## src/rtl/core/refdc_pkg.sv

```systemverilog
// Shared types and constants for the radius edge filter with degree cap.
// Holds field widths, status and register codes and the configuration struct.
// No dependencies.
package refdc_pkg;

  localparam int ROW_W          = 10;
  localparam int DIST_W         = 32;
  localparam int MINW_W         = 31;
  localparam int DEG_W          = 16;
  localparam int CNT_W          = 17;
  localparam int SLOT_W         = 16;
  localparam int FILT_W         = 20;
  localparam int ST_W           = 3;
  localparam int CFG_IDX_W      = 3;
  localparam int CFG_DATA_W     = 32;
  localparam int S_TDATA_W      = 56;
  localparam int S_TUSER_W      = 2;
  localparam int M_PAYLOAD_W    = SLOT_W + 2 * ROW_W + DIST_W + CNT_W + FILT_W;
  localparam int M_TDATA_W      = 112;
  localparam int M_PAD_W        = M_TDATA_W - M_PAYLOAD_W;
  localparam int MAX_POINTS_DEF = 1024;

  localparam logic KIND_START = 1'b0;
  localparam logic KIND_PAIR  = 1'b1;

  typedef enum logic [ST_W-1:0] {
    ST_ACCEPTED     = 3'd0,
    ST_OUT_OF_RANGE = 3'd1,
    ST_FILTERED     = 3'd2,
    ST_CAP_FULL     = 3'd3,
    ST_NOT_FINITE   = 3'd4,
    ST_IGNORED      = 3'd5,
    ST_STARTED      = 3'd6
  } status_e;

  typedef enum logic [CFG_IDX_W-1:0] {
    CFG_RADIUS_LIMIT  = 3'd0,
    CFG_MIN_WEIGHT    = 3'd1,
    CFG_DEGREE_CAP    = 3'd2,
    CFG_EDGE_CAPACITY = 3'd3,
    CFG_FILTER_EN     = 3'd4,
    CFG_EARLY_STOP_EN = 3'd5
  } cfg_idx_e;

  typedef struct packed {
    logic signed [DIST_W-1:0] radius_limit;
    logic [MINW_W-1:0]        min_weight;
    logic [DEG_W-1:0]         degree_cap;
    logic [CNT_W-1:0]         edge_capacity;
    logic                     filter_en;
    logic                     early_stop_en;
  } cfg_t;

endpackage

```

## src/rtl/core/refdc_cfg.sv

```systemverilog
// Configuration register file for the radius edge filter.
// Depends on refdc_pkg for the register codes and the cfg_t struct.
module refdc_cfg
  import refdc_pkg::*;
(
  input  logic                  clk_i,
  input  logic                  rst_ni,
  input  logic                  cfg_we_i,
  input  logic [CFG_IDX_W-1:0]  cfg_idx_i,
  input  logic [CFG_DATA_W-1:0] cfg_data_i,
  output cfg_t                  cfg_o
);

  cfg_t cfg_q;

  always_ff @(posedge clk_i or negedge rst_ni) begin
    if (!rst_ni) begin
      cfg_q.radius_limit  <= 32'sh7FFF_FFFF;
      cfg_q.min_weight    <= '0;
      cfg_q.degree_cap    <= 16'hFFFF;
      cfg_q.edge_capacity <= 17'h10000;
      cfg_q.filter_en     <= 1'b0;
      cfg_q.early_stop_en <= 1'b0;
    end else if (cfg_we_i) begin
      unique case (cfg_idx_i)
        CFG_RADIUS_LIMIT:  cfg_q.radius_limit  <= $signed(cfg_data_i);
        CFG_MIN_WEIGHT:    cfg_q.min_weight    <= cfg_data_i[MINW_W-1:0];
        CFG_DEGREE_CAP:    cfg_q.degree_cap    <= cfg_data_i[DEG_W-1:0];
        CFG_EDGE_CAPACITY: cfg_q.edge_capacity <= cfg_data_i[CNT_W-1:0];
        CFG_FILTER_EN:     cfg_q.filter_en     <= cfg_data_i[0];
        CFG_EARLY_STOP_EN: cfg_q.early_stop_en <= cfg_data_i[0];
        default: ;
      endcase
    end
  end

  assign cfg_o = cfg_q;

endmodule

```

## config.mk

```make
export PLATFORM = sky130hd
export DESIGN_NAME = refdc_cfg
export DESIGN_NICKNAME = d
export VERILOG_FILES = /design/src/rtl/core/refdc_pkg.sv /design/src/rtl/core/refdc_cfg.sv
export SDC_FILE = /design/constraint.sdc
export NUM_CORES = 1
export LEC_CHECK = 0
export ABC_AREA = 1
export ABC_CLOCK_PERIOD_IN_PS = 900
export BUFFER_PORTS_ARGS = -buffer_cell sky130_fd_sc_hd__buf_2
export CORE_AREA = 3 3 111 113
export DETAILED_ROUTE_END_ITERATION = 6
export DIE_AREA = 0 0 114 116
export PLACE_DENSITY_LB_ADDON = 0.2
export SYNTH_ARGS = -nofsm -noshare
export SYNTH_HDL_FRONTEND = slang
export SYNTH_SLANG_ARGS = --single-unit
```

## constraint.sdc

```tcl
create_clock -name clk_i -period 0.9 [get_ports clk_i]
set_input_delay 0.18 -clock clk_i [delete_from_list [all_inputs] [get_ports clk_i]]
set_output_delay 0.18 -clock clk_i [all_outputs]
set_load 0.02 [all_outputs]
```

==> out/results.txt, run 1 <==
Run status: complete, but fails checks
Failing checks: setup timing
Grt total ovfl: 0
Gr usage total: 18.19%
Dominant synthesized flop cell: dfrtp_1
Post-DP Area: 4962 um2
Mean area per synthesized cell: 9.045 um2
Setup Crit Path Kind: reg -> out
Peak VDD IR: 1352 uV
Hold Vio Cnt, Final: 0
Worst hold-check path type: in -> reg
Initial antenna violation count: 0
IO Count: 136
Area leader, netlist: dfstp_2
Clk buf depth: 2
Count leader, synth: nand2_1
RD Place Congestion: 0.7512
Async S/R FF share, synth: 100.0%
Largest register FFs: 98
Startpoint types: flop
Flops & latches, synth: 98
Wire length of the first global-routing pass: 18.80 mm
DR pass1 iterations: 4
Crit. End Element: output pin
Post-layout util: 54.12%
Top Family by Delay on Critical Path: flip-flops
Total negative slack: -20.62 ns
Post-route minimum period: 1.194 ns
Critical-path top delay cell: dfstp_2
Crit path DAT: 1.01 ns
Syn Nets: 475
RSZ-0062 raised after global routing: yes
CTS H-tree lvls: 3
Clock root buffer: clkbuf_16
Total CTS buffers: 9
Commonest cells post-synth: 220 x nand2_1, 81 x nand3_1, 50 x dfrtp_1
Die Area: 13,220 um2
Vias post-DR: 3,568
Share of cells above drive strength 1: 42.58%
DR DRC count: 0
Core Area: 11,420 um2
Pre-CTS WS: -0.2089 ns
Synth Cell Area: 3953 um2
Max-cap viol count: 0
CP max stage delay: 0.56 ns
Max Freq: 0.8376 GHz
Leak Pwr: 3.232 nW
WL final: 11.76 mm
Worst slew pin tran: 0.3227 ns
Initial Util: 34.62%
Iteration-0 DRC Markers: 167
Routed WL per cell: 15.39 um
# nets final: 653
Pwr/cell area: 2429 nW/um2
Clock Sinks: 98
Row Count: 39
Synth warnings: 0
Dpl hpwl: 7.768 mm
Netlist cell types: 12
Crit path cell chain: buf_6
Buffers & Inverters on Critical Path: 1
Die W: 114 um
Final setup viols: 98
Max-slew violations: 0
Clock skew: 0 ns
CTS tree: yes
Tcrit/Tclk final: 132.7%
Gate count of the mapped netlist: 437
Slew Limit Headroom: 78.49%
Synth area leaders: dfstp_2 32%, dfrtp_1 32%, nand2_1 21%
Fin area: 6180 um2
Seq/Total Area, Yosys: 63.56%
# port buffers: 135
Critical Path Fanout Max: 2
Antenna Nets Post-Route: 0
Critical path required time: 0.72 ns
Synth top area share: 31.91%
PnR worst setup slack: -0.2939 ns
Largest net degree at the start of global routing: 55
Chip height: 116 um
Number of synthesized flops with an enable pin: 0
Vias in the first global route: 3,484
Vias per inst: 4.670
Later-pin clock latency in the skew report: 0.33 ns
Clk slew on worst S/H paths: 0.07 ns
Area grow syn2layout: 56.35%
[kinds of logic (layout without fill, tap and decap cells)]
kind of cell           Yosys count  count (layout)  share of synthesized area, %
and+or+nand+nor                308             308                         32.57
DFF                             98              98                         63.56
buffers and inverters           31             214                         3.862
other                            0               1                             0
[power breakdown]
group	internal (W)	switching [W]
registers	0.00554	0.000670
clock network	0.00252	0.00164
logic	0.00236	0.00228
total	0.0104	0.00459
[layout by cell type (no fill, tap or decap), types with 2 or more instances in the layout]
cell type / instances
buf_12: 9
buf_2: 36
buf_4: 48
buf_6: 98
bufinv_16: 2
clkbuf_16: 9
clkinv_4: 2
dfrtp_1: 50
dfstp_2: 48
inv_1: 4
inv_2: 2
nand2_1: 220
nand2_2: 2
nand3_1: 81
nor2_4: 5
[per-layer routing]
layer / GRT usage [%] / part of all wire, %
met1: 24.79 / 45
met4: 5.701 / 1.3
met2: 29.04 / 48
met3: 4.125 / 6.3
met5: 0 / 0
[per-stage QoR]
| stage | hold slack (ns) | cells | total power [W] |
|---|---|---|---|
| after floorplan | -0.1156 | 437 | 0.007899 |
| after global placement | 0.1898 | 711 | 0.009271 |
| after detailed placement | 0.1865 | 711 | 0.009340 |
| after CTS | 0.05555 | 747 | 0.01495 |
| after global routing | 0.06078 | 763 | 0.01578 |
| final | 0.06663 | 764 | 0.01501 |
[cell type report]
class,instances,area [um2]
diodes,1,2.502
clock buffers,10,239.0
clock inverters,6,90.09
fillers,1041,5239
inverters,6,22.52
multi-input cells,308,1300
flip-flops and latches,98,2512
well taps,143,178.9
repair buffers,192,1834
[final timing paths]
kind                                 from        end  slack [ns]  cells past startpoint
max in group asynchronous          rst_ni  cfg_o[72]        0.21                      3
max reg2reg                      cfg_o[7]   cfg_o[7]        0.04                      4
min in group asynchronous          rst_ni  cfg_o[53]        0.37                      3
max                             cfg_o[75]  cfg_o[75]       -0.29                      1
min                        cfg_data_i[19]  cfg_o[85]        0.07                      3
min reg2reg                     cfg_o[78]  cfg_o[78]        0.47                      2
[what timing repair did]
action	CTS	global route
endpoints found under the setup margin	98	98
hold endpoints to repair	50	0
setup buffers	19	16
cloned	0	0
hold buffers	1	0
gates resized for setup	196	0
Note: power is estimated with default switching activity, not from simulation.
==> inputs of run 2 (changes only) <==
Settings changed: CORE_AREA 3 3 111 113 to 3 3 119 121, DIE_AREA 0 0 114 116 to 0 0 122 124.
==> run 2 against run 1 <==
The flow still finishes with violations (setup timing). Clock skew stayed put. Largest power group unchanged. Utilization fell by 6.9 points. Combinational power about the same. Highest routed layer unchanged.
==> out/results.txt, run 2 (synthesis gave the netlist of run 1 again) <==
RD Place Congestion: 0.7689 (+2.4%)
DR DRC count: 0 (unchanged)
Vias post-DR: 3,631 (+1.8%)
Clock skew: 0 ns (unchanged)
Setup Crit Path Kind: reg -> out
Initial antenna violation count: 0 (unchanged)
Area grow syn2layout: 57.45%
Gr usage total: 16.36% (-1.8 points)
Top Family by Delay on Critical Path: flip-flops
Peak VDD IR: 917.7 uV (-32%)
Crit. End Element: output pin
Startpoint types: flop
Ant. Diodes: 0 (-1)
Crit path DAT: 1.03 ns (+0.02 ns)
Final Power: 0.01459 W (-2.8%)
Total CTS buffers: 9 (unchanged)
Met3 usage: 3.769% (-0.36 points)
GRT met2 Usage: 25.79% (-3.2 points)
WL final: 12.00 mm (+2.0%)
Later-pin clock latency in the skew report: 0.34 ns (about the same)
Crit path cell chain: buf_6
Leak Pwr: 3.260 nW (+0.86%)
Max-slew violations: 0 (unchanged)
CTS tree: yes
Largest net degree at the start of global routing: 58 (+5.5%)
CP max stage delay: 0.57 ns (about the same)
Worst slew pin tran: 0.3022 ns (-0.02048 ns)
Non-Filler Instances: 806 (+5.5%)
Slew Limit Headroom: 79.85% (+1.4 points)
Routed WL per cell: 14.88 um (-3.3%)
DR pass1 iterations: 4 (unchanged)
Post-DP Area: 5019 um2 (+1.1%)
Clk slew on worst S/H paths: 0.07 ns (about the same)
Buffers & Inverters on Critical Path: 1 (unchanged)
Hold Vio Cnt, Final: 0 (unchanged)
# port buffers: 135 (unchanged)
GR peak layer: met2
Max-cap viol count: 0 (unchanged)
Max Freq: 0.8235 GHz (-1.7%)
Final setup viols: 98 (unchanged)
Chip height: 124 um (+6.9%)
Pre-CTS WS: -0.3002 ns (-0.09129 ns)
Row Count: 42 (+7.7%)
Core Area: 13,190 um2 (+16%)
Share of cells above drive strength 1: 43.17% (+0.59 points)
Grt total ovfl: 0 (unchanged)
Run status: complete, but fails checks
Critical path required time: 0.72 ns (about the same)
Post-layout util: 47.18% (-6.9 points)
Failing checks: setup timing
Wire length of the first global-routing pass: 18.92 mm (+0.62%)
Most frequent cells in the layout: 220 x nand2_1, 100 x buf_6, 81 x nand3_1, 59 x buf_4, 50 x dfrtp_1
Filler cells: 1,287 (+24%)
Clk buf depth: 2 (unchanged)
IO Count: 136 (unchanged)
Initial Util: 29.97% (-4.6 points)
M1 GR Usage: 21.94% (-2.9 points)
# nets final: 663 (+1.5%)
Worst hold-check path type: in -> reg
PnR worst setup slack: -0.3144 ns (-0.02047 ns)
Vias in the first global route: 3,547 (+1.8%)
Placed insts: 751 (+5.6%)
R2r setup slk: 0.03 ns (about the same)
Post-route minimum period: 1.214 ns (+0.02047 ns)
Clock Sinks: 98 (unchanged)
Iteration-0 DRC Markers: 168 (+0.60%)
Dpl hpwl: 8.211 mm (+5.7%)
Largest register FFs: 98 (unchanged)
Antenna Nets Post-Route: 0 (unchanged)
Critical Path Fanout Max: 2 (unchanged)
CTS H-tree lvls: 3 (unchanged)
Commonest non-fill, non-tap cell in the layout: nand2_1
Tcrit/Tclk final: 134.9% (+2.3 points)
RSZ-0062 raised after global routing: yes
Critical-path top delay cell: dfstp_2
Clock root buffer: clkbuf_16
Die Area: 15,130 um2 (+14%)
Fin area: 6223 um2 (+0.71%)
Vias per inst: 4.505 (-3.5%)
Pwr/cell area: 2344 nW/um2 (-3.5%)
Die W: 122 um (+7.0%)
==> run 2: area by class of cell <==
class | instances | area, um2 | share of cell area, %
clock buffer | 14 | 274.0 | 4.403
clock inverter | 2 | 10.01 | 0.1608
inverter | 6 | 22.52 | 0.3619
multi-input combinational | 308 | 1305 | 20.97
sequential | 98 | 2512 | 40.37
tap | 176 | 220.2 | 3.538
timing repair buffer | 202 | 1879 | 30.20
==> run 2: path summary, 6_finish.rpt <==
path	start	endpoint	cells past startpoint
worst max-delay path	cfg_o[20]	cfg_o[20]	1
worst min-delay path	cfg_data_i[19]	cfg_o[85]	3
worst max register to register	cfg_o[38]	cfg_o[38]	4
worst min register to register	cfg_o[68]	cfg_o[68]	2
max in group asynchronous	rst_ni	cfg_o[68]	3
min in group asynchronous	rst_ni	cfg_o[52]	3
==> run 2: repair_timing <==
| action | CTS | global route |
|---|---|---|
| endpoints found under the hold margin | 50 | 0 |
| buffers inserted | 22 | 17 |
| pin swaps | 0 | 2 |
| setup endpoints to repair | 98 | 119 |
| gates resized for setup | 196 | 3 |
| hold buffers | 1 | 0 |
==> run 2: metrics by stage <==
step                      hold WS [ns]  TNS, ns
after floorplan                -0.1156   -1.077
after global placement          0.1767   -19.17
after detailed placement        0.1832   -22.10
after CTS                      0.04519   -22.99
after global routing           0.06766   -24.37
final                          0.06561   -21.26
==> run 2: power breakdown <==
part           leakage [nW]  switching, W  internal [W]
clock                 0.143       0.00162       0.00210
sequential             1.13      0.000665       0.00554
combinational          1.99       0.00228       0.00239
total                  3.26       0.00456        0.0100
==> run 2: per-layer routing <==
| layer | vias up | wire, um |
|---|---|---|
| li1 | 1759 | - |
| met1 | 1753 | 5413 |
| met2 | 107 | 5705 |
| met3 | 12 | 679 |
| met4 | 0 | 198 |
| met5 | - | 0 |
==> inputs of run 3 (changes only) <==
Settings changed: ABC_CLOCK_PERIOD_IN_PS 900 to 1050, TNS_END_PERCENT set to 100.
Clock period 0.9 ns to 1.05 ns, I/O delays scaled along.
==> run 3 against run 2 <==
The flow still finishes with violations (setup timing). Utilization grew 0.28 points. Sequential share of layout area shrank 0.23 points. Critical path depth is the same. Clock-buffer cell count shrank 1. Largest cell class unchanged. Flip-flop and latch count is the same. Cell area grew 0.58%. Worst hold slack gained 0.034 ns. Setup slack gained 0.13 ns. Largest power group unchanged. Cell count shrank 0.37%. Critical path type unchanged. Highest routed layer unchanged. Power shrank 14%. Die area is the same.
==> out/results.txt, run 3 (synthesis gave the netlist of run 1 again) <==
Slew Limit Headroom: 80.24% (+0.38 points)
Ant. Diodes: 0 (unchanged)
RD Place Congestion: 0.7900 (+2.7%)
Sequential power share: 42.4% (about the same)
Final Power: 0.01254 W (-14%)
Pwr/cell area: 2003 nW/um2 (-15%)
Critical Path Fanout Max: 2 (unchanged)
Gr usage total: 16.38% (+0.019 points)
Crit. End Element: output pin
Hold Vio Cnt, Final: 0 (unchanged)
Final setup viols: 98 (unchanged)
Combinational power share: 32.0% (about the same)
WL final: 12.29 mm (+2.4%)
Post-route minimum period: 1.232 ns
Pre-CTS WS: -0.1192 ns (+0.1810 ns)
Vias post-DR: 3,588 (-1.2%)
Wire length of the first global-routing pass: 19.09 mm (+0.91%)
DR pass1 iterations: 4 (unchanged)
Startpoint types: flop
RR Endpoint: cfg_o[51]
Crit path cell chain: buf_6
RSZ-0062 raised after global routing: yes
Row Count: 42 (unchanged)
DR DRC count: 0 (unchanged)
Worst slew pin tran: 0.2965 ns (-0.005752 ns)
PnR worst setup slack: -0.1818 ns (+0.1326 ns)
Max-slew violations: 0 (unchanged)
Largest register FFs: 98 (unchanged)
Max-cap viol count: 0 (unchanged)
Tcrit/Tclk final: 117.3%
R2r setup slk: 0.19 ns (+0.16 ns)
Grt total ovfl: 0 (unchanged)
Run status: complete, but fails checks
Register Area: 2512 um2 (unchanged)
Clock Sinks: 98 (unchanged)
Leak Pwr: 3.258 nW (about the same)
Int Pwr: 0.008602 W (-14%)
Clock root buffer: clkbuf_16
# nets final: 660 (-0.45%)
R2R Path Start: cfg_o[51]
Filler cells: 1,247 (-3.1%)
CTS tree: yes
Clock Power Share: 25.7% (+0.2 points)
Max Freq: 0.8119 GHz
Dpl hpwl: 8.564 mm (+4.3%)
Failing checks: setup timing
Clock skew: 0 ns (unchanged)
Clk slew on worst S/H paths: 0.07 ns (about the same)
WHS Endpoint: cfg_o[95]
Largest net degree at the start of global routing: 30 (-48%)
Die Area: 15,130 um2 (unchanged)
Routed WL per cell: 15.30 um (+2.8%)
Peak VDD IR: 748.5 uV (-18%)
Net Sw Power: 0.003936 W (-14%)
Top Family by Delay on Critical Path: flip-flops
Clk buf depth: 2 (unchanged)
Crit path DAT: 1.02 ns (about the same)
Antenna Nets Post-Route: 0 (unchanged)
IO Count: 136 (unchanged)
Commonest non-fill, non-tap cell in the layout: nand2_1
R2R depth: 4 (unchanged)
CTS H-tree lvls: 3 (unchanged)
Critical-path top delay cell: dfstp_2
Multi-input gate area: 1300 um2 (-0.38%)
Vias per inst: 4.468 (-0.82%)
Total CTS buffers: 9 (unchanged)
Post-layout util: 47.46% (+0.28 points)
CP startpoint: cfg_o[34]
Core Area: 13,190 um2 (unchanged)
Critical path required time: 0.84 ns (+0.12 ns)
Hold Path Cell Cnt: 3 (unchanged)
Chip height: 124 um (unchanged)
Vias in the first global route: 3,577 (+0.85%)
Initial antenna violation count: 0 (unchanged)
CP max stage delay: 0.56 ns (about the same)
Worst hold-check path type: in -> reg
Initial Util: 29.97% (unchanged)
Worst hold start: cfg_data_i[29]
# port buffers: 135 (unchanged)
Most frequent cells in the layout: 220 x nand2_1, 98 x buf_6, 81 x nand3_1, 53 x buf_4, 50 x dfrtp_1
Iteration-0 DRC Markers: 152 (-9.5%)
Setup Crit Path Kind: reg -> out
Area grow syn2layout: 58.37%
Switch share: 31.39% (+0.13 points)
Share of cells above drive strength 1: 43.06% (-0.11 points)
Later-pin clock latency in the skew report: 0.33 ns (about the same)
Buffers & Inverters on Critical Path: 1 (unchanged)
Die W: 122 um (unchanged)
[run 3: cell types whose count changed in the layout (fill, tap and decap cells not counted), moves of 2 or more]
cell,change
clkinv_4,+2
buf_12,+5
buf_6,-2
buf_4,-6
[run 3: area by class of cell]
class                   instances  area share, %
multi-input cells             308          20.77
well taps                     176          3.518
flip-flops and latches         98          40.14
clock inverters                 3         0.3598
inverters                       6         0.3598
repair buffers                199          30.54
clock buffers                  13          4.317
[run 3: stage by stage]
| stage | instances | area (um2) | setup TNS, ns | hold WS [ns] |
|---|---|---|---|---|
| after floorplan | 437 | 3953 | 0 | -0.08559 |
| after global placement | 753 | 5096 | -5.136 | 0.1191 |
| after detailed placement | 753 | 5096 | -6.204 | 0.1181 |
| after CTS | 791 | 6170 | -10.69 | 0.08207 |
| after global routing | 803 | 6260 | -11.99 | 0.09857 |
| final | 803 | 6260 | -8.784 | 0.09963 |
[run 3: worst min-delay path: cells and delay by family]
family / cells / cell delay, ns
AND/OR/NAND/NOR: 2 / 0.12
buffers and inverters: 1 / 0.11
[run 3: worst max path at each step]
stage                endpoint  depth (start not counted)
CTS                 cfg_o[34]                          1
global route        cfg_o[27]                          1
detailed placement  cfg_o[87]                          6
floorplan           cfg_o[97]                          7
global placement    cfg_o[85]                          6
finish              cfg_o[34]                          1
[run 3: repair_timing]
item | in CTS | in global routing
setup buffers | 21 | 12
setup endpoints to repair | 98 | 98
resized for setup | 196 | 0
hold endpoints to repair | 7 | 0
pin swaps | 0 | 0
hold buffers | 1 | 0
[run 3: power by group through the flow]
| stage | Sequential (W) | Combinational [W] | Clock (W) |
|---|---|---|---|
| after global placement | 0.00519 | 0.00284 | 0 |
| final | 0.00531 | 0.00401 | 0.00322 |
| after floorplan | 0.00608 | 0.000690 | 0 |
| after CTS | 0.00532 | 0.00392 | 0.00335 |
| after detailed placement | 0.00520 | 0.00287 | 0 |
| after global routing | 0.00539 | 0.00433 | 0.00350 |
[run 3: layer usage]
layer | track usage (%) | share of wire [%]
met1 | 21.03 | 43
met2 | 27.24 | 50
met3 | 3.134 | 4.8
met4 | 6.793 | 2.2
met5 | 0 | 0
